<file path="config.mk">
export PLATFORM = sky130hd
export DESIGN_NAME = utf8_codepoint_decoder_top
export DESIGN_NICKNAME = d
export VERILOG_FILES = /design/src/hdl/u8dec_pkg.sv /design/src/hdl/utf8_codepoint_decoder_top.sv /design/src/hdl/u8dec_in_stage.sv /design/src/hdl/u8dec_core.sv /design/src/hdl/u8dec_out_stage.sv
export SDC_FILE = /design/constraint.sdc
export NUM_CORES = 1
export LEC_CHECK = 0
export BUFFER_PORTS_ARGS = -buffer_cell sky130_fd_sc_hd__buf_2
export CAP_MARGIN = 30
export CORE_UTILIZATION = 40
export CTS_CLUSTER_SIZE = 40
export DETAILED_ROUTE_END_ITERATION = 10
export HOLD_SLACK_MARGIN = 0.15
export MAX_ROUTING_LAYER = met4
export SETUP_SLACK_MARGIN = 0.2
export SKIP_LAST_GASP = 1
export SYNTH_ARGS = -nofsm -noshare
export SYNTH_HDL_FRONTEND = slang
export SYNTH_SLANG_ARGS = --single-unit
</file>
<file path="constraint.sdc">
create_clock -name clk -period 5.38 [get_ports clk]
set_input_delay 1.076 -clock clk [delete_from_list [all_inputs] [get_ports clk]]
set_output_delay 1.076 -clock clk [all_outputs]
set_load 0.02 [all_outputs]
</file>
<file path="src/hdl/u8dec_pkg.sv">
// Shared types and constants for the UTF-8 codepoint decoder.
package u8dec_pkg;

    localparam int CP_W = 21;

    typedef logic [CP_W-1:0] cp_t;

    localparam cp_t CP_REPLACEMENT = 21'h00FFFD;
    localparam cp_t CP_MAX         = 21'h10FFFF;
    localparam cp_t CP_SURR_LO     = 21'h00D800;
    localparam cp_t CP_SURR_HI     = 21'h00DFFF;
    localparam cp_t CP_MIN_LEN2    = 21'h000080;
    localparam cp_t CP_MIN_LEN3    = 21'h000800;
    localparam cp_t CP_MIN_LEN4    = 21'h010000;
    localparam cp_t CP_BOM         = 21'h00FEFF;

    typedef logic [2:0] seq_len_t;
    localparam seq_len_t SEQ_LEN_NONE = 3'd0;
    localparam seq_len_t SEQ_LEN_2    = 3'd2;
    localparam seq_len_t SEQ_LEN_3    = 3'd3;
    localparam seq_len_t SEQ_LEN_4    = 3'd4;

    // One input beat as held in the input register.
    typedef struct packed {
        logic [7:0] data_byte;
        logic       label_last;
    } dec_beat_t;

    // One result beat.
    typedef struct packed {
        cp_t  codepoint;
        logic has_codepoint;
        logic replaced;
        logic label_done;
    } dec_result_t;

endpackage

</file>
<file path="src/hdl/utf8_codepoint_decoder_top.sv">
// Top level of the UTF-8 codepoint decoder.
//
// Input channel (in_valid/in_ready): one byte of a label per beat on data_byte,
// with label_last high on the label's final byte.
// Output channel (out_valid/out_ready): at most one result beat per input byte:
// a codepoint (U+FFFD with replaced set for overlong, surrogate or out-of-range
// sequences) and/or label_done on the label's last byte. Bytes that complete no
// codepoint and are not a label's last byte give no result beat.
// cfg_we/cfg_wdata write skip_bom (reset 1), which drops a byte order mark
// EF BB BF at the start of a label. Write it only while the block is idle.
// A byte accepted into the input register is decoded, and its result, if any, is
// loaded into the output register, from which it is offered. One byte per cycle
// unless a result waits on a stalled receiver, set by the single decode step between the two registers.
// A stalled receiver holds the output register; the input register still takes
// one more byte, and bytes that give no result keep flowing past the stall.
// Reset empties both registers and leaves the decoder at a label start.
module utf8_codepoint_decoder_top (
    input  logic                 clk,
    input  logic                 rst_n,
    input  logic                 in_valid,
    output logic                 in_ready,
    input  logic [7:0]           data_byte,
    input  logic                 label_last,
    output logic                 out_valid,
    input  logic                 out_ready,
    output u8dec_pkg::cp_t       codepoint,
    output logic                 has_codepoint,
    output logic                 replaced,
    output logic                 label_done,
    input  logic                 cfg_we,
    input  logic                 cfg_wdata
);
    import u8dec_pkg::*;

    dec_beat_t   in_beat;
    dec_beat_t   beat;
    logic        beat_valid;
    logic        step;
    logic        emit;
    logic        space;
    dec_result_t res;
    dec_result_t out_res;
    logic        skip_bom_reg;

    assign in_beat.data_byte  = data_byte;
    assign in_beat.label_last = label_last;

    // A beat that yields no result moves on even when the output is full.
    assign step = beat_valid && (!emit || space);

    always_ff @(posedge clk or negedge rst_n)
    begin
        if (!rst_n)
        begin
            skip_bom_reg <= 1'b1;
        end
        else if (cfg_we)
        begin
            skip_bom_reg <= cfg_wdata;
        end
    end

    u8dec_in_stage u_in (
        .clk        (clk),
        .rst_n      (rst_n),
        .in_valid   (in_valid),
        .in_ready   (in_ready),
        .in_beat    (in_beat),
        .take       (step),
        .beat_valid (beat_valid),
        .beat       (beat)
    );

    u8dec_core u_core (
        .clk      (clk),
        .rst_n    (rst_n),
        .step     (step),
        .beat     (beat),
        .skip_bom (skip_bom_reg),
        .emit     (emit),
        .res      (res)
    );

    u8dec_out_stage u_out (
        .clk       (clk),
        .rst_n     (rst_n),
        .load      (step && emit),
        .res       (res),
        .space     (space),
        .out_valid (out_valid),
        .out_ready (out_ready),
        .out_res   (out_res)
    );

    assign codepoint     = out_res.codepoint;
    assign has_codepoint = out_res.has_codepoint;
    assign replaced      = out_res.replaced;
    assign label_done    = out_res.label_done;

    // Every result beat carries something.
    a_beat_nonempty: assert property (@(posedge clk) disable iff (!rst_n)
        out_valid |-> has_codepoint || label_done)
        else $error("empty result beat");

    // Without a codepoint the value and replaced flag are zero.
    a_no_cp_zero: assert property (@(posedge clk) disable iff (!rst_n)
        out_valid && !has_codepoint |-> (codepoint == '0) && !replaced)
        else $error("stale codepoint fields on result beat");

    // A codepoint that is not replaced is a Unicode scalar value.
    a_scalar_range: assert property (@(posedge clk) disable iff (!rst_n)
        out_valid && has_codepoint && !replaced
            |-> (codepoint <= CP_MAX)
                && ((codepoint < CP_SURR_LO) || (codepoint > CP_SURR_HI)))
        else $error("non-scalar codepoint emitted");

endmodule

</file>
<file path="src/hdl/u8dec_in_stage.sv">
// Input register stage: holds one accepted byte beat until the decoder consumes it.
module u8dec_in_stage (
    input  logic                 clk,
    input  logic                 rst_n,
    input  logic                 in_valid,
    output logic                 in_ready,
    input  u8dec_pkg::dec_beat_t in_beat,
    input  logic                 take,
    output logic                 beat_valid,
    output u8dec_pkg::dec_beat_t beat
);
    import u8dec_pkg::*;

    logic      valid_reg;
    logic      valid_next;
    dec_beat_t beat_reg;

    assign in_ready   = !valid_reg || take;
    assign valid_next = (in_valid && in_ready) || (valid_reg && !take);

    always_ff @(posedge clk or negedge rst_n)
    begin
        if (!rst_n)
        begin
            valid_reg <= 1'b0;
        end
        else
        begin
            valid_reg <= valid_next;
        end
    end

    always_ff @(posedge clk)
    begin
        if (in_valid && in_ready)
        begin
            beat_reg <= in_beat;
        end
    end

    assign beat_valid = valid_reg;
    assign beat       = beat_reg;

endmodule

</file>
<file path="src/hdl/u8dec_core.sv">
// Decode step: sequence state registers and the per-byte decode logic.
module u8dec_core (
    input  logic                   clk,
    input  logic                   rst_n,
    input  logic                   step,
    input  u8dec_pkg::dec_beat_t   beat,
    input  logic                   skip_bom,
    output logic                   emit,
    output u8dec_pkg::dec_result_t res
);
    import u8dec_pkg::*;

    cp_t      accum_reg, accum_next;
    logic [1:0] rem_reg, rem_next;
    seq_len_t seq_len_reg, seq_len_next;
    logic     at_start_reg, at_start_next;
    logic     from_start_reg, from_start_next;

    cp_t  shifted;
    logic bad;
    logic is_cont;

    assign shifted = {accum_reg[CP_W-7:0], beat.data_byte[5:0]};
    assign is_cont = (rem_reg != 2'd0) && (beat.data_byte[7:6] == 2'b10);

    always_comb
    begin
        accum_next      = accum_reg;
        rem_next        = rem_reg;
        seq_len_next    = seq_len_reg;
        at_start_next   = 1'b0;
        from_start_next = from_start_reg;
        res             = '0;
        bad             = 1'b0;

        if (is_cont)
        begin
            accum_next = shifted;
            rem_next   = rem_reg - 2'd1;
            if (rem_reg == 2'd1)
            begin
                case (seq_len_reg)
                    SEQ_LEN_2: bad = shifted < CP_MIN_LEN2;
                    SEQ_LEN_3: bad = (shifted < CP_MIN_LEN3)
                                     || (shifted inside {[CP_SURR_LO:CP_SURR_HI]});
                    default:   bad = (shifted < CP_MIN_LEN4) || (shifted > CP_MAX);
                endcase
                if (bad)
                begin
                    res.has_codepoint = 1'b1;
                    res.replaced      = 1'b1;
                    res.codepoint     = CP_REPLACEMENT;
                end
                else if (!((seq_len_reg == SEQ_LEN_3) && from_start_reg && skip_bom
                           && (shifted == CP_BOM)))
                begin
                    res.has_codepoint = 1'b1;
                    res.codepoint     = shifted;
                end
            end
        end
        else
        begin
            // Any non-continuation byte drops a pending sequence and starts afresh.
            rem_next = 2'd0;
            if (!beat.data_byte[7])
            begin
                res.has_codepoint = 1'b1;
                res.codepoint     = {{(CP_W-8){1'b0}}, beat.data_byte};
            end
            else if (beat.data_byte[7:5] == 3'b110)
            begin
                accum_next      = {{(CP_W-5){1'b0}}, beat.data_byte[4:0]};
                rem_next        = 2'd1;
                seq_len_next    = SEQ_LEN_2;
                from_start_next = at_start_reg;
            end
            else if (beat.data_byte[7:4] == 4'b1110)
            begin
                accum_next      = {{(CP_W-4){1'b0}}, beat.data_byte[3:0]};
                rem_next        = 2'd2;
                seq_len_next    = SEQ_LEN_3;
                from_start_next = at_start_reg;
            end
            else if (beat.data_byte[7:3] == 5'b11110)
            begin
                accum_next      = {{(CP_W-3){1'b0}}, beat.data_byte[2:0]};
                rem_next        = 2'd3;
                seq_len_next    = SEQ_LEN_4;
                from_start_next = at_start_reg;
            end
        end

        if (beat.label_last)
        begin
            accum_next      = '0;
            rem_next        = 2'd0;
            seq_len_next    = SEQ_LEN_NONE;
            from_start_next = 1'b0;
            at_start_next   = 1'b1;
        end

        res.label_done = beat.label_last;
        emit           = res.has_codepoint || beat.label_last;
    end

    always_ff @(posedge clk or negedge rst_n)
    begin
        if (!rst_n)
        begin
            accum_reg      <= '0;
            rem_reg        <= 2'd0;
            seq_len_reg    <= SEQ_LEN_NONE;
            at_start_reg   <= 1'b1;
            from_start_reg <= 1'b0;
        end
        else if (step)
        begin
            accum_reg      <= accum_next;
            rem_reg        <= rem_next;
            seq_len_reg    <= seq_len_next;
            at_start_reg   <= at_start_next;
            from_start_reg <= from_start_next;
        end
    end

    // Label end always leaves the decoder idle at a label start.
    a_label_end_clears: assert property (@(posedge clk) disable iff (!rst_n)
        step && beat.label_last |=> at_start_reg && (rem_reg == 2'd0))
        else $error("decoder state not cleared at label end");

    // A pending sequence always has a length that covers the bytes still due.
    a_len_covers_rem: assert property (@(posedge clk) disable iff (!rst_n)
        (rem_reg != 2'd0) |-> (seq_len_reg > {1'b0, rem_reg})
                              && (seq_len_reg <= SEQ_LEN_4))
        else $error("sequence length inconsistent with remaining count");

    // An ASCII byte always decodes to itself.
    a_ascii_passes: assert property (@(posedge clk) disable iff (!rst_n)
        step && !beat.data_byte[7] |-> emit && res.has_codepoint
                                       && (res.codepoint[7:0] == beat.data_byte))
        else $error("ASCII byte not passed through");

endmodule

</file>
<file path="src/hdl/u8dec_out_stage.sv">
// Output register stage: holds one result beat until the receiver takes it.
module u8dec_out_stage (
    input  logic                   clk,
    input  logic                   rst_n,
    input  logic                   load,
    input  u8dec_pkg::dec_result_t res,
    output logic                   space,
    output logic                   out_valid,
    input  logic                   out_ready,
    output u8dec_pkg::dec_result_t out_res
);
    import u8dec_pkg::*;

    logic        valid_reg;
    logic        valid_next;
    dec_result_t res_reg;

    assign space      = !valid_reg || out_ready;
    assign valid_next = load || (valid_reg && !out_ready);

    always_ff @(posedge clk or negedge rst_n)
    begin
        if (!rst_n)
        begin
            valid_reg <= 1'b0;
        end
        else
        begin
            valid_reg <= valid_next;
        end
    end

    always_ff @(posedge clk)
    begin
        if (load)
        begin
            res_reg <= res;
        end
    end

    assign out_valid = valid_reg;
    assign out_res   = res_reg;

endmodule

</file>
# ---- After elaboration in Yosys (flattened, before gate mapping)
# Cells that the tools add are included.
# Widths: inputs -> output; s select.
dict set report op_classes {
  add_sub_neg 1
  magnitude_cmp 6
  n_eq_ne 9
  n_mux 34
  reduce_logical 31
}
# cell count
set ops {}
lappend ops {{$mux 15} 6}
lappend ops {{$mux 22} 3}
lappend ops {{$mux 23} 1}
lappend ops {{$eq 21x16->1 const B} 1}
lappend ops {{$ge 21x16->1 const B} 1}
lappend ops {{$gt 21x21->1 const B} 1}
lappend ops {{$le 21x16->1 const B} 1}
lappend ops {{$lt 21x12->1 const B} 1}
lappend ops {{$lt 21x17->1 const B} 1}
lappend ops {{$lt 21x8->1 const B} 1}
lappend ops {{$mux 3} 6}
lappend ops {{$mux 2} 6}
lappend ops {{$logic_and 1x1->1} 10}
lappend ops {{$mux 1} 10}
lappend ops {{$logic_or 1x1->1} 8}
lappend ops {{$mux 8} 1}
lappend ops {{$eq 3x2->1 const B} 2}
lappend ops {{$eq 5x5->1 const B} 1}
lappend ops {{$logic_not 1->1} 5}
lappend ops {{$reduce_bool 5->1} 1}
lappend ops {{$eq 4x4->1 const B} 1}
lappend ops {{$reduce_and 4->1} 1}
lappend ops {{$reduce_bool 2->1} 2}
lappend ops {{$reduce_bool 4->1} 1}
lappend ops {{other kinds (9)} 9}
dict set report totals {
  ff_bits 58
  out_inout_bits 26
}

# ---- Logic depth before layout (Yosys ltp)
# Gate-level depths: netlist (run 1).
dict set report depth {
  word_depth 16
  mapped_depth 8
  ltp_nobuf 7
}

# ---- Modules after synthesis
# A second synthesis (run 1) with hierarchy kept.
dict set report unflattened {
  hier_cells 219
  hier_area_um2 2537.4
}
# module instances cells_each area_each_um2 seq_area_each_um2
set modules_own_cells {}
lappend modules_own_cells {u8dec_core 1 174 1386.3 551.8}
lappend modules_own_cells {u8dec_out_stage 1 27 768.2 745.7}
lappend modules_own_cells {u8dec_in_stage 1 13 324.1 295.3}
lappend modules_own_cells {utf8_codepoint_decoder_top 1 5 58.8 26.3}

# ---- Worst setup path after synthesis (run 1)
# OpenSTA, ideal clock, no wires.
dict set report synth_timing {
  path_type {register to output}
  startpoint {register u_core.accum_reg[2]}
  endpoint {output port in_ready}
  arrival_ns 1.878
  t_required_ns 4.304
  path_slack_ns 2.426
  stages_incl_launch_ff 6
  path_buffers 0
  path_cell_list {dfrtp_1 -> or4b_4 -> nor4_4 -> a21oi_1 -> o21ai_0 -> or2_2}
}
dict set report synth_via {
  elab_chain_cells 14
  elab_cells_between_ends 23
}
# item line
set synth_lines {}
lappend synth_lines {{start: declaration} u8dec_core.sv:13} ;# cp_t accum_reg, accum_next;
lappend synth_lines {{start signal: assignment} u8dec_core.sv:119} ;# accum_reg <= accum_next;
lappend synth_lines {{$ge 21x16->1 or $le 21x16->1 (tied branches)} u8dec_core.sv:45} ;# || (shifted inside {[CP_SURR_LO:CP_SURR_HI]});
lappend synth_lines {{$logic_and 1x1->1} u8dec_core.sv:45}
lappend synth_lines {{$logic_or 1x1->1} u8dec_core.sv:45}
lappend synth_lines {{$pmux 1 s2} u8dec_core.sv:42} ;# case (seq_len_reg)
lappend synth_lines {{$mux 1} u8dec_core.sv:40} ;# if (rem_reg == 2'd1)
lappend synth_lines {{$mux 1} u8dec_core.sv:36} ;# if (is_cont)
lappend synth_lines {{$mux 22 *} u8dec_core.sv:48} ;# if (bad)
lappend synth_lines {{$mux 23 *} u8dec_core.sv:40}
lappend synth_lines {{$mux 22 *} u8dec_core.sv:36}
lappend synth_lines {{$logic_or 1x1->1 *} u8dec_core.sv:104} ;# emit = res.has_codepoint || beat.label_last;
lappend synth_lines {{$logic_not 1->1 *} utf8_codepoint_decoder_top.sv:49} ;# assign step = beat_valid && (!emit || space);
lappend synth_lines {{$logic_or 1x1->1 *} utf8_codepoint_decoder_top.sv:49}
lappend synth_lines {{$logic_and 1x1->1 *} utf8_codepoint_decoder_top.sv:49}
lappend synth_lines {{$logic_or 1x1->1 *} u8dec_in_stage.sv:18} ;# assign in_ready = !valid_reg || take;
lappend synth_lines {{end: declaration} utf8_codepoint_decoder_top.sv:21} ;# output logic in_ready,
# Every way passes the cells marked *; elsewhere a longest branch is shown, timed or not. The select of a mux whose other input is x is not followed.

# ---- Final worst setup path (run 1)
dict set report layout_timing {
  startpoint {register u_core.accum_reg[13]}
  endpoint {output port in_ready}
}
# Same word-level chain as after synthesis.

==> metrics.txt, run 1 <==
Fmax achieved=274 MHz; post-synthesis average cell area=14.3 sq um; static leakage=1.35 nW; clk_lat worst skew=330 ps; Worst Hold Class=reg -> reg; Yosys top cell area share=39.7%; final cell count without fillers=304; Max transition margin=50.6%; initial DRC count=102; remaining global-route overflow=0; Reg clk slew, reported paths=60 ps; synthesized instance count=175; CP Data Required Time=4300 ps; first-pass GRT wire length=8370 um; pwr dens=356 nW/um^2; RSZ-0062 raised after global routing=false; ANT cells=0; Clock H-tree levels=3; routability cong.=0.826; fin. max-slew vios=0; status=finished clean; Critical Path Source=u_core.accum_reg[13]$_DFFE_PN0P_; Area contributors post-synth=edfxtp_1 40%, dfrtp_1 23%, a22o_2 4.4%; Final Critical Period=3650 ps; vias in the first global route=1712; Initial Utilization=42.0%; max FFs per register=24; nets=241; Post-Place Setup Slack=2050 ps; Hold Vio Cnt, Final=0; maxcap violations=0; # IOs=41; Max VDD drop=208 uV; Crit. End Element=output port; commonest non-fill, non-tap cells in the layout=40 x buf_2, 33 x edfxtp_1, 23 x dfrtp_1; Buffers on Ports=40; row count=28; DRC errors left=0; Final Setup Violations=0; Primary FF master, synth=edfxtp_1; setup TNS=0 ps; Core Box Area=5960 sq um; number of vias per cell=5.41; WL/cell=16.6 um; Pwr Total=1.07 mW; die area=6570 sq um; DRT Pass-1 Iters=4; CTS Hold Bufs=0; Synth-to-Final Area Change=19.8%; gr usage total=18.1%; startpoint types=register; post-CTS setup buffer count=0; clock skew=3.97 ps; CTS buffer count=9; hold_ws=500 ps; Yosys Warn Count=0; Placed Cells=288; Netlist cell types=47; Die Y=81.0 um; FF-to-FF Start=u_core.rem_reg[0]$_DFFE_PN0P_; Synth area leader=edfxtp_1; Die X=81.0 um; startpoint of the lowest-slack hold path=u_core.rem_reg[1]$_DFFE_PN0P_; CTS tree=yes; commonest non-fill, non-tap cell in the layout=buf_2; measured slew at the worst slew-check pin=741 ps; Vias=1645; syn nets=192; CTS sink cnt=58; Clock Path Buffers=2; fraction of layout cells with a size suffix above 1=34.5%; Max FO, Critical Path=5; FFs w/ async S/R, synth=43.1%; initial antenna violation count=0; DP HPWL=3500 um; WS Path Type=reg -> out; Final WS setup=1730 ps; critical path arrival=2580 ps; Routed WL=5050 um; CTS-repair resized insts=0; Seq/Total Area, Yosys=64.8%; Final period util=67.9%; EDFF count, synth=33; flops & latches, synth=58; filler instances=544; Routed Antenna Nets=0; pin count of the biggest net entering global routing=26; CTS root buffer=clkbuf_8; Netlist Area Pre-Place=2500 sq um
## power breakdown
part	switching (mW)	internal [mW]
clock	0.169	0.258
sequential	0.0241	0.508
combinational	0.0673	0.0417
total	0.260	0.807
## per-layer routing
layer	track usage [%]	up-vias	routed length, um
met4	8.57	0	95
met1	21.1	808	2290
met3	4.49	11	180
li1	-	781	-
met5	-	-	0
met2	29.2	45	2480
## cells by family after synthesis
group / Yosys count / share of synthesized area [%]
AOI/OAI and AO/OA: 59 / 20.4
adders and majority gates: 2 / 1.00
buffers and inverters: 9 / 1.75
DFF: 58 / 64.8
muxes: 1 / 0.451
and+or+nand+nor: 46 / 11.6
## cells in the mapped netlist, types with 2 or more instances
| cell | count |
|---|---|
| nor4_1 | 2 |
| o21a_1 | 2 |
| inv_1 | 5 |
| nand4_1 | 2 |
| o21bai_1 | 3 |
| o211ai_1 | 2 |
| nand2b_1 | 6 |
| o21ai_0 | 5 |
| dfrtp_1 | 23 |
| dfstp_2 | 2 |
| nand3b_1 | 3 |
| nand2_1 | 8 |
| a21oi_1 | 5 |
| a22o_1 | 3 |
| a32o_1 | 5 |
| nor2b_1 | 2 |
| a22o_2 | 11 |
| and3_1 | 4 |
| edfxtp_1 | 33 |
| and2_1 | 5 |
| nor2_1 | 4 |
| ha_1 | 2 |
| a21o_1 | 13 |
| nand3_1 | 2 |
## layout make-up
cell class              count  area, sq um  area share (%)
flip-flops and latches     58         1620            54.1
clock inverters             6         81.3            2.72
multi-input cells         108          838            28.0
repair buffers             42          215            7.19
clock buffers              10          128            4.26
inverters                   5         18.8           0.627
well taps                  75         93.8            3.13
## through the flow
| step | instance area [sq um] | util [%] |
|---|---|---|
| after floorplan | 2500 | - |
| after global placement | 2790 | 46.8 |
| after detailed placement | 2790 | 46.8 |
| after CTS | 2990 | 50.3 |
| after global routing | 2990 | 50.3 |
| final | 2990 | 50.3 |
## critical path, stage by stage (launching register included)
cell and delay, ps:
dfrtp_1 390, nor4_1 590, and3_1 320, a21oi_1 110
o21ai_0 490, or2_2 200, buf_2 150
## final timing paths
path	to	slack, ps	cells past startpoint
max reg2reg	u_out.out_res[22]$_SDFFCE_PP0P_	2570	8
max in group asynchronous	skip_bom_reg$_DFFE_PN1P_	4280	1
min reg2reg	u_core.rem_reg[1]$_DFFE_PN0P_	500	1
max	in_ready	1730	6
min	u_core.rem_reg[1]$_DFFE_PN0P_	500	1
min in group asynchronous	u_core.rem_reg[1]$_DFFE_PN0P_	730	1
Note: power is estimated with default switching activity, not from simulation.
==> inputs of run 2 (changes only) <==
- clock period: 5.38 -> 3.8 ns (I/O delays scaled with it)
==> run 2 against run 1 <==
Die area unchanged. Sequential share of layout area grew 1.0 points. Final area decreased by 1.8%. Largest cell class unchanged.
==> metrics.txt, run 2 (same netlist as run 1, synthesis figures left out) <==
status=finished clean; CTS root buffer=clkbuf_8; Core Box Area=5960 sq um (unchanged); max FFs per register=24 (unchanged); pwr dens=465 nW/um^2 (+31%); Reg clk slew, reported paths=60 ps (about the same); Clock H-tree levels=3 (unchanged); Max transition margin=51.4% (+0.82 points); routability cong.=0.847 (+2.6%); fin. max-slew vios=0 (unchanged); initial antenna violation count=0 (unchanged); Multi-input gate area=838 sq um (unchanged); Initial Utilization=42.0% (unchanged); CTS tree=yes; Worst Hold Class=in -> async; CTS-repair resized insts=0 (unchanged); setup TNS=0 ps (unchanged); ANT cells=0 (unchanged); row count=28 (unchanged); number of vias per cell=5.47 (+1.2%); Placed Cells=288 (unchanged); CTS buffer count=9 (unchanged); Sw Share=26.4% (+2.0 points); Post-Place Setup Slack=870 ps (-1180 ps); WL/cell=16.1 um (-3.2%); measured slew at the worst slew-check pin=729 ps (-12.3 ps); DP HPWL=3350 um (-4.2%); commonest non-fill, non-tap cells in the layout=40 x buf_2, 33 x edfxtp_1, 23 x dfrtp_1; Final Critical Period=3300 ps; WS Path Type=reg -> out; Post-DP Area=2790 sq um (unchanged); initial DRC count=101 (-0.98%); clk_lat worst skew=340 ps (about the same); pin count of the biggest net entering global routing=26 (unchanged); Comb power frac=11.2% (+1.0 points); Max FO, Critical Path=5 (unchanged); RSZ-0062 raised after global routing=false; clock skew=6.95 ps (+2.98 ps); Storage cell area=1620 sq um (unchanged); # IOs=41 (unchanged); DRC errors left=0 (unchanged); die area=6570 sq um (unchanged); Fmax achieved=303 MHz; post-CTS setup buffer count=0 (unchanged); Final Setup Violations=0 (unchanged); Final period util=86.9%; Routed Antenna Nets=0 (unchanged); P_int=1.01 mW (+25%); maxcap violations=0 (unchanged); Slowest cell on crit path=or4b_4; critical path's largest stage delay=560 ps (-30 ps); first-pass GRT wire length=7930 um (-5.3%); CP Data Required Time=3040 ps (-1260 ps); static leakage=1.33 nW (-1.6%); post-layout util=49.3% (-0.92 points); CP cell instances=or4b_4 > nor4_4 > a21oi_1 > o21ai_0 > or2_2 > buf_2; CP delay by family, top=simple AND/OR/NAND/NOR gates; Hold Vio Cnt, Final=0 (unchanged); power share of the clock group=33.7% (-6.2 points); commonest non-fill, non-tap cell in the layout=buf_2; Final WS setup=498 ps (-1230 ps); Vias=1664 (+1.2%); remaining global-route overflow=0 (unchanged); Finished Cell Area=2940 sq um (-1.8%); filler instances=567 (+4.2%); Routed WL=4890 um (-3.2%); CTS sink cnt=58 (unchanged); slack of the worst reg-to-reg path=1230 ps (-1340 ps); Max VDD drop=199 uV (-4.5%); Die X=81.0 um (unchanged); nets=241 (unchanged); Clock Path Buffers=2 (unchanged); critical path arrival=2540 ps (-40 ps); register share of total power=55.0% (+5.2 points); vias in the first global route=1622 (-5.3%); Buffers on Ports=40 (unchanged); gr usage total=17.7% (-0.43 points); fraction of layout cells with a size suffix above 1=33.6% (-0.87 points); Die Y=81.0 um (unchanged); WP buf/inv=1 (unchanged); Crit. End Element=output port; startpoint types=register; DRT Pass-1 Iters=4 (unchanged); CTS Hold Bufs=0 (unchanged); sw power=0.361 mW (+39%); final cell count without fillers=304 (unchanged); Synth-to-Final Area Change=17.6%
[run 2: power by group through the flow]
stage	combinational [mW]	sequential, mW	clock (mW)
6_report	0.153	0.753	0.461
5_1_grt	0.170	0.758	0.504
4_1_cts	0.156	0.753	0.474
3_5_place_dp	0.155	0.765	0
3_3_place_gp	0.155	0.764	0
2_1_floorplan	0.0835	0.781	0
[run 2: area by class of cell]
| type | instances | share of cell area (%) |
|---|---|---|
| timing repair buffer | 42 | 7.32 |
| sequential | 58 | 55.1 |
| inverter | 5 | 0.639 |
| clock inverter | 5 | 0.766 |
| tap | 75 | 3.19 |
| multi-input combinational | 108 | 28.5 |
| clock buffer | 11 | 4.47 |
[run 2: final timing paths]
kind / from / end / cells after the start
worst min-delay path: rst_n / u_core.rem_reg[1]$_DFFE_PN0P_ / 1
min in group clk: u_core.rem_reg[1]$_DFFE_PN0P_ / u_core.rem_reg[1]$_DFFE_PN0P_ / 1
worst min register to register: u_core.rem_reg[1]$_DFFE_PN0P_ / u_core.rem_reg[1]$_DFFE_PN0P_ / 1
worst max register to register: u_core.accum_reg[2]$_DFFE_PN0P_ / u_in.beat[5]$_DFFE_PP_ / 5
max in group asynchronous: rst_n / skip_bom_reg$_DFFE_PN1P_ / 1
worst max-delay path: u_core.accum_reg[2]$_DFFE_PN0P_ / in_ready / 6
[run 2: per-stage QoR]
step                power (mW)  hold WS (ps)
floorplan                0.864           450
global placement         0.919           488
detailed placement       0.920           498
CTS                       1.38           428
global route              1.43           447
finish                    1.37           411
[run 2: routing by layer]
layer  part of all wire [%]  global-route usage [%]  up-vias
met5                      0                       -        -
met4                    1.9                    11.4        0
met3                    5.0                    4.16       12
met2                     49                    25.9       48
met1                     44                    21.9      823
li1                       -                       -      781
